**config.mk**
```make
export PLATFORM = sky130hd
export DESIGN_NAME = sslpc_div
export DESIGN_NICKNAME = d
export VERILOG_FILES = /design/src/assert_macros.svh /design/src/sslpc_pkg.sv /design/src/sslpc_div.sv
export SDC_FILE = /design/constraint.sdc
export NUM_CORES = 1
export LEC_CHECK = 0
export BUFFER_PORTS_ARGS = -buffer_cell sky130_fd_sc_hd__buf_2
export CORE_MARGIN = 1.5
export CORE_UTILIZATION = 45
export DETAILED_ROUTE_END_ITERATION = 7
export PLACE_DENSITY = 0.69
export REMOVE_ABC_BUFFERS = 1
export SYNTH_ARGS = -nofsm -noshare
export SYNTH_HDL_FRONTEND = slang
export SYNTH_SLANG_ARGS = --single-unit
export TNS_END_PERCENT = 50
```
**constraint.sdc**
```tcl
create_clock -name clk_i -period 2.6 [get_ports clk_i]
set_input_delay 0 -clock clk_i [delete_from_list [all_inputs] [get_ports clk_i]]
set_output_delay 0 -clock clk_i [all_outputs]
set_load 0.01 [all_outputs]
```
**src/assert_macros.svh**
```systemverilog
// Assertion macros for the soft-start limiter and PCM converter.
// Expects clk_i and rst_ni in the scope of each use.
`ifndef ASSERT_MACROS_SVH
`define ASSERT_MACROS_SVH

// Check prop on every clock edge outside reset.
`define SSLPC_ASSERT(label, prop, msg) \
  label: assert property (@(posedge clk_i) disable iff (!rst_ni) prop) else $error(msg);

// Check that cond in one cycle implies nxt in the following cycle.
`define SSLPC_ASSERT_NEXT(label, cond, nxt, msg) \
  label: assert property (@(posedge clk_i) disable iff (!rst_ni) (cond) |=> (nxt)) \
    else $error(msg);

`endif

```
**src/sslpc_pkg.sv**
```systemverilog
// Shared types and constants for the soft-start limiter and PCM converter.
// No dependencies.
package sslpc_pkg;

  localparam int unsigned SampleW = 32;
  localparam int unsigned PcmW    = 32;
  localparam int unsigned RampW   = 16;
  localparam int unsigned ChanW   = 4;
  localparam int unsigned FmtW    = 3;
  localparam int unsigned CfgIdxW = 2;
  localparam int unsigned CfgW    = 16;
  localparam int unsigned QShift  = 24;

  localparam logic [CfgIdxW-1:0] REG_RAMP_LEN = 2'd0;
  localparam logic [CfgIdxW-1:0] REG_CHANNELS = 2'd1;
  localparam logic [CfgIdxW-1:0] REG_FORMAT   = 2'd2;

  localparam logic [FmtW-1:0] FMT_PCM16 = 3'd0;
  localparam logic [FmtW-1:0] FMT_PCM24 = 3'd1;
  localparam logic [FmtW-1:0] FMT_PCM32 = 3'd2;
  localparam logic [FmtW-1:0] FMT_PASS  = 3'd3;

  localparam logic [RampW-1:0] RAMP_LEN_RST = 16'd7200;
  localparam logic [ChanW-1:0] CHANNELS_RST = 4'd2;
  localparam logic [FmtW-1:0]  FORMAT_RST   = FMT_PCM16;

  localparam logic [31:0] UNITY_Q24 = 32'h0100_0000;
  localparam logic [31:0] K_PCM16   = 32'd32767;
  localparam logic [31:0] K_PCM24   = 32'd8388607;
  localparam logic [31:0] K_PCM32   = 32'd2147483647;

  typedef enum logic [1:0] {
    ST_IDLE,
    ST_DIV,
    ST_SCALE,
    ST_CONV
  } state_e;

endpackage

```
**src/sslpc_div.sv**
```systemverilog
// Serial restoring divider for the fade-in gain: count * 2^GAIN_FRACTION_BITS / len.
// One quotient bit per cycle; requires count < len. Depends on sslpc_pkg.
module sslpc_div
  import sslpc_pkg::*;
#(
  parameter int unsigned GAIN_FRACTION_BITS = 16
) (
  input  logic                          clk_i,
  input  logic                          rst_ni,
  input  logic                          start_i,
  input  logic [RampW-1:0]              count_i,
  input  logic [RampW-1:0]              len_i,
  output logic                          done_o,
  output logic [GAIN_FRACTION_BITS-1:0] quot_o
);

  localparam int unsigned CntW = $clog2(GAIN_FRACTION_BITS + 1);

  logic [RampW-1:0]              rem_q, rem_d;
  logic [GAIN_FRACTION_BITS-1:0] quot_q, quot_d;
  logic [CntW-1:0]               cnt_q, cnt_d;
  logic                          busy_q, busy_d;
  logic                          done_q, done_d;
  logic [RampW:0]                trial;
  logic                          fits;

  always_comb begin
    trial  = {rem_q, 1'b0};
    fits   = trial >= {1'b0, len_i};
    rem_d  = rem_q;
    quot_d = quot_q;
    cnt_d  = cnt_q;
    busy_d = busy_q;
    done_d = 1'b0;
    if (start_i) begin
      rem_d  = count_i;
      quot_d = '0;
      cnt_d  = CntW'(GAIN_FRACTION_BITS);
      busy_d = 1'b1;
    end else if (busy_q) begin
      rem_d  = fits ? RampW'(trial - {1'b0, len_i}) : RampW'(trial);
      quot_d = {quot_q[GAIN_FRACTION_BITS-2:0], fits};
      cnt_d  = cnt_q - CntW'(1);
      if (cnt_q == CntW'(1)) begin
        busy_d = 1'b0;
        done_d = 1'b1;
      end
    end
  end

  always_ff @(posedge clk_i or negedge rst_ni) begin
    if (!rst_ni) begin
      cnt_q  <= '0;
      busy_q <= 1'b0;
      done_q <= 1'b0;
    end else begin
      cnt_q  <= cnt_d;
      busy_q <= busy_d;
      done_q <= done_d;
    end
  end

  always_ff @(posedge clk_i) begin
    rem_q  <= rem_d;
    quot_q <= quot_d;
  end

  assign done_o = done_q;
  assign quot_o = quot_q;

endmodule

```
==> flow_metrics.env <==
export IMPL_port_buffer_count=51
export IMPL_fp_dieH_um=81.32
export IMPL_worst_slew_pin_slew_ns=0.8156
export IMPL_antenna_found_initial=0
export IMPL_worstHoldEndpoint="rem_q[4]$_DFFE_PP_"
export IMPL_route_detailed_drc=0
export IMPL_min_from="count_i[4]"
export IMPL_cts_buffer_depth=2
export IMPL_rows=28
export IMPL_crit_type="flip-flop to flip-flop"
export IMPL_status="completed"
export IMPL_max_slew_margin_pct=45.63
export IMPL_post_place_cells=425
export IMPL_dieArea_sq_um=6612
export IMPL_core_sq_um=5921
export IMPL_yosysSeqAreaShare_pct=35.36
export IMPL_rsz0062_at_grt="no"
export IMPL_hold_viol=0
export IMPL_grtUsageTotal_pct=20.58
export IMPL_internal_power_mw=1.923
export IMPL_area_delta_synth_final_pct=22.03
export IMPL_leakage_nw=1.628
export IMPL_cts_tree="built"
export IMPL_cts_root_buf="clkbuf_8"
export IMPL_die_x_um=81.32
export IMPL_cp_end_kind="flip-flop"
export IMPL_arrival_ns=2.59
export IMPL_grt_max_degree=49
export IMPL_path_clk_slew_ns=0.09
export IMPL_ff2ff_setup_slack_ns=0.04
export IMPL_dr_total_vias=2457
export IMPL_syn_instance_count=307
export IMPL_synth_flop_cell="edfxtp_1"
export IMPL_cap_violations=0
export IMPL_initial_core_util_pct=46.62
export IMPL_detailed_place_hpwl_um=4681
export IMPL_crit_fanout=8
export IMPL_ir_worst_vdd_uv=400.9
export IMPL_final_cells=441
export IMPL_fin_crit_ns=2.560
export IMPL_powerDensity_nw_per_um2=997.4
export IMPL_cpPeakStageDelay_ns=0.51
export IMPL_worst_clock_skew_ns=0.01346
export IMPL_wl_um=6775
export IMPL_first_global_vias=2322
export IMPL_synth_area_sq_um=2760
export IMPL_crit_buf_inv=1
export IMPL_synth_edff_count=16
export IMPL_r2r_start="rem_q[4]$_DFFE_PP_"
export IMPL_drtPass1Iterations=4
export IMPL_fin_crit_sh_pct=98.46
export IMPL_switchingPower_mw=1.436
export IMPL_wl_per_cell_um=15.36
export IMPL_clockPowerShare_pct=12.6
export IMPL_clock_sinks=39
export IMPL_ff2ff_path_depth=7
export IMPL_ys_ff_latch=39
export IMPL_comb_power_share_pct=57.6
export IMPL_synthArstFlopShare_pct=17.95
export IMPL_cp_top_family="compound AO/OA/AOI/OAI gates"
export IMPL_cp_slowest_cell="or4_4"
export IMPL_timing_fmax_mhz=390.6
export IMPL_n_antenna_cell=0
export IMPL_rr_endpoint="rem_q[13]$_DFFE_PP_"
export IMPL_synth_cell_types=58
export IMPL_dr_first_iter_drc_count=170
export IMPL_timing_setup_tns_ns=0
export IMPL_boundaryPins=52
export IMPL_layout_drive_gt1_share_pct=25.14
export IMPL_swShare_pct=42.75
export IMPL_worstHoldPathCells=3
export IMPL_finalSetupViolations=0
export IMPL_syn_area_per_cell_sq_um=8.991
export IMPL_overflow=0
export IMPL_fin_nets=419
export IMPL_numCtsBuffers=5
export IMPL_grt_pass1_wl_um=10490
export IMPL_maxSlewViolCount=0
export IMPL_gp_congestion=0.9301
export IMPL_htreeDepth=2
export IMPL_start_kind="flip-flop"
export IMPL_yosys_warnings=0
export IMPL_hold_class="input port to flip-flop"
export IMPL_worstPathCellList="ha_1, nand4_1, or4_4, a41o_4, buf_4, a32oi_1, o31ai_1"
export IMPL_critPathRequiredTime_ns=2.63
export IMPL_power_frac_seq_pct=29.8
export IMPL_ant_nets=0
export IMPL_vias_per_cell=5.571
export IMPL_fillers=542
export IMPL_insertion_delay_ns=0.30
[cell type report]
cell class              instances  area (sq um)  area share (%)
multi-input cells             224          1715           50.93
flip-flops and latches         39         975.9           28.97
repair buffers                 68         395.4           11.74
inverters                      27         101.3           3.009
well taps                      75         93.84           2.786
clock buffers                   6         72.57           2.155
clock inverters                 2         13.76          0.4086
[worst min-delay path, delay by kind of cell]
kind,cells,cell delay (ns)
AO/OA/AOI/OAI,1,0.06
buffers and inverters,1,0.08
AND/OR/NAND/NOR,1,0.04
[power groups by stage]
stage          clock [mW]  combinational (mW)  sequential, mW
3_5_place_dp            0                1.74           0.985
5_1_grt             0.447                2.14            1.02
4_1_cts             0.433                1.75           0.974
3_3_place_gp            0                1.72           0.975
2_1_floorplan           0                1.28           0.957
6_report            0.424                1.93            1.00
[stage by stage]
stage	total power [mW]	cell area [sq um]	worst slack (ns)	util (%)	hold slack (ns)
floorplan	2.240	2676	0.2097	-	-0.2956
global placement	2.693	3100	0.08609	52.37	-0.1567
detailed placement	2.721	3100	0.01659	52.37	-0.1575
CTS	3.160	3237	0.01233	54.67	0.0001704
global route	3.609	3368	0.002081	56.89	0.007857
finish	3.359	3368	0.04012	56.89	0.0006152
[kinds of logic after synthesis]
kind of cell,Yosys count,share of synthesized area [%]
xor+xnor,13,4.125
mux,16,5.802
compound gates,78,21.35
buf+inv,45,6.709
fa+ha+maj,19,8.885
simple gates,97,17.77
flops,39,35.36
[sequential cells by signal, indices dropped and copies added (netlist names)]
register / flops
rem_q: 16
cnt_q: 5
busy_q: 1
done_o: 1
quot_o: 16
[routing by layer]
| metal | wire length [um] | vias up | GRT usage, % | part of all wire (%) |
|---|---|---|---|---|
| met4 | 56 | 0 | 5.862 | 0.83 |
| li1 | - | 1228 | - | - |
| met2 | 3248 | 80 | 35.29 | 48 |
| met1 | 3076 | 1143 | 25.66 | 45 |
| met5 | 0 | - | 0 | 0 |
| met3 | 393 | 6 | 4.719 | 5.8 |
[worst max path at each step]
stage                              startpoint             endpoint  slack (ns)  cells past startpoint
after global placement     rem_q[9]$_DFFE_PP_  rem_q[12]$_DFFE_PP_        0.09                      6
after floorplan           rem_q[11]$_DFFE_PP_  rem_q[12]$_DFFE_PP_        0.21                      6
after detailed placement   rem_q[3]$_DFFE_PP_  rem_q[12]$_DFFE_PP_        0.02                      7
final                      rem_q[4]$_DFFE_PP_  rem_q[13]$_DFFE_PP_        0.04                      7
after CTS                  rem_q[9]$_DFFE_PP_   rem_q[5]$_DFFE_PP_        0.01                      7
after global routing       rem_q[0]$_DFFE_PP_   rem_q[5]$_DFFE_PP_       0.002                      7
[layout by cell type (no fill, tap or decap), types with 5 or more instances in the layout]
master	n
nand2_1	15
dfxtp_1	16
ha_1	11
ha_4	7
clkbuf_8	5
inv_1	27
a21o_1	8
a21oi_1	14
xnor2_1	6
a32oi_1	5
xor2_1	7
dlygate4sd3_1	5
mux2i_1	16
edfxtp_1	16
buf_4	12
nand3_1	8
dfrtp_1	7
nor2b_1	5
buf_2	51
nand2b_1	8
nor2_1	41
a221o_1	6
o21ai_0	10
[cell usage after synthesis (7+ instances only)]
library cell / n / area, sq um
ha_1: 18 / 225.2
o21ai_0: 10 / 50.05
dfrtp_1: 7 / 175.2
nand2_1: 15 / 56.30
mux2i_1: 16 / 160.2
a21oi_1: 15 / 75.07
edfxtp_1: 16 / 480.5
nand2b_1: 8 / 50.05
inv_1: 27 / 101.4
dfxtp_1: 16 / 320.3
nor2_1: 41 / 153.9
xor2_1: 7 / 61.31
clkbuf_1: 9 / 33.78
a21o_1: 8 / 60.06
nand3_1: 8 / 40.04
[timing repair]
item,in CTS,in global routing
endpoints found under the hold margin,11,0
setup buffers,0,2
setup endpoints to repair,0,16
resized for setup,0,16
hold buffers,5,0
(Power assumes the default switching activity.)
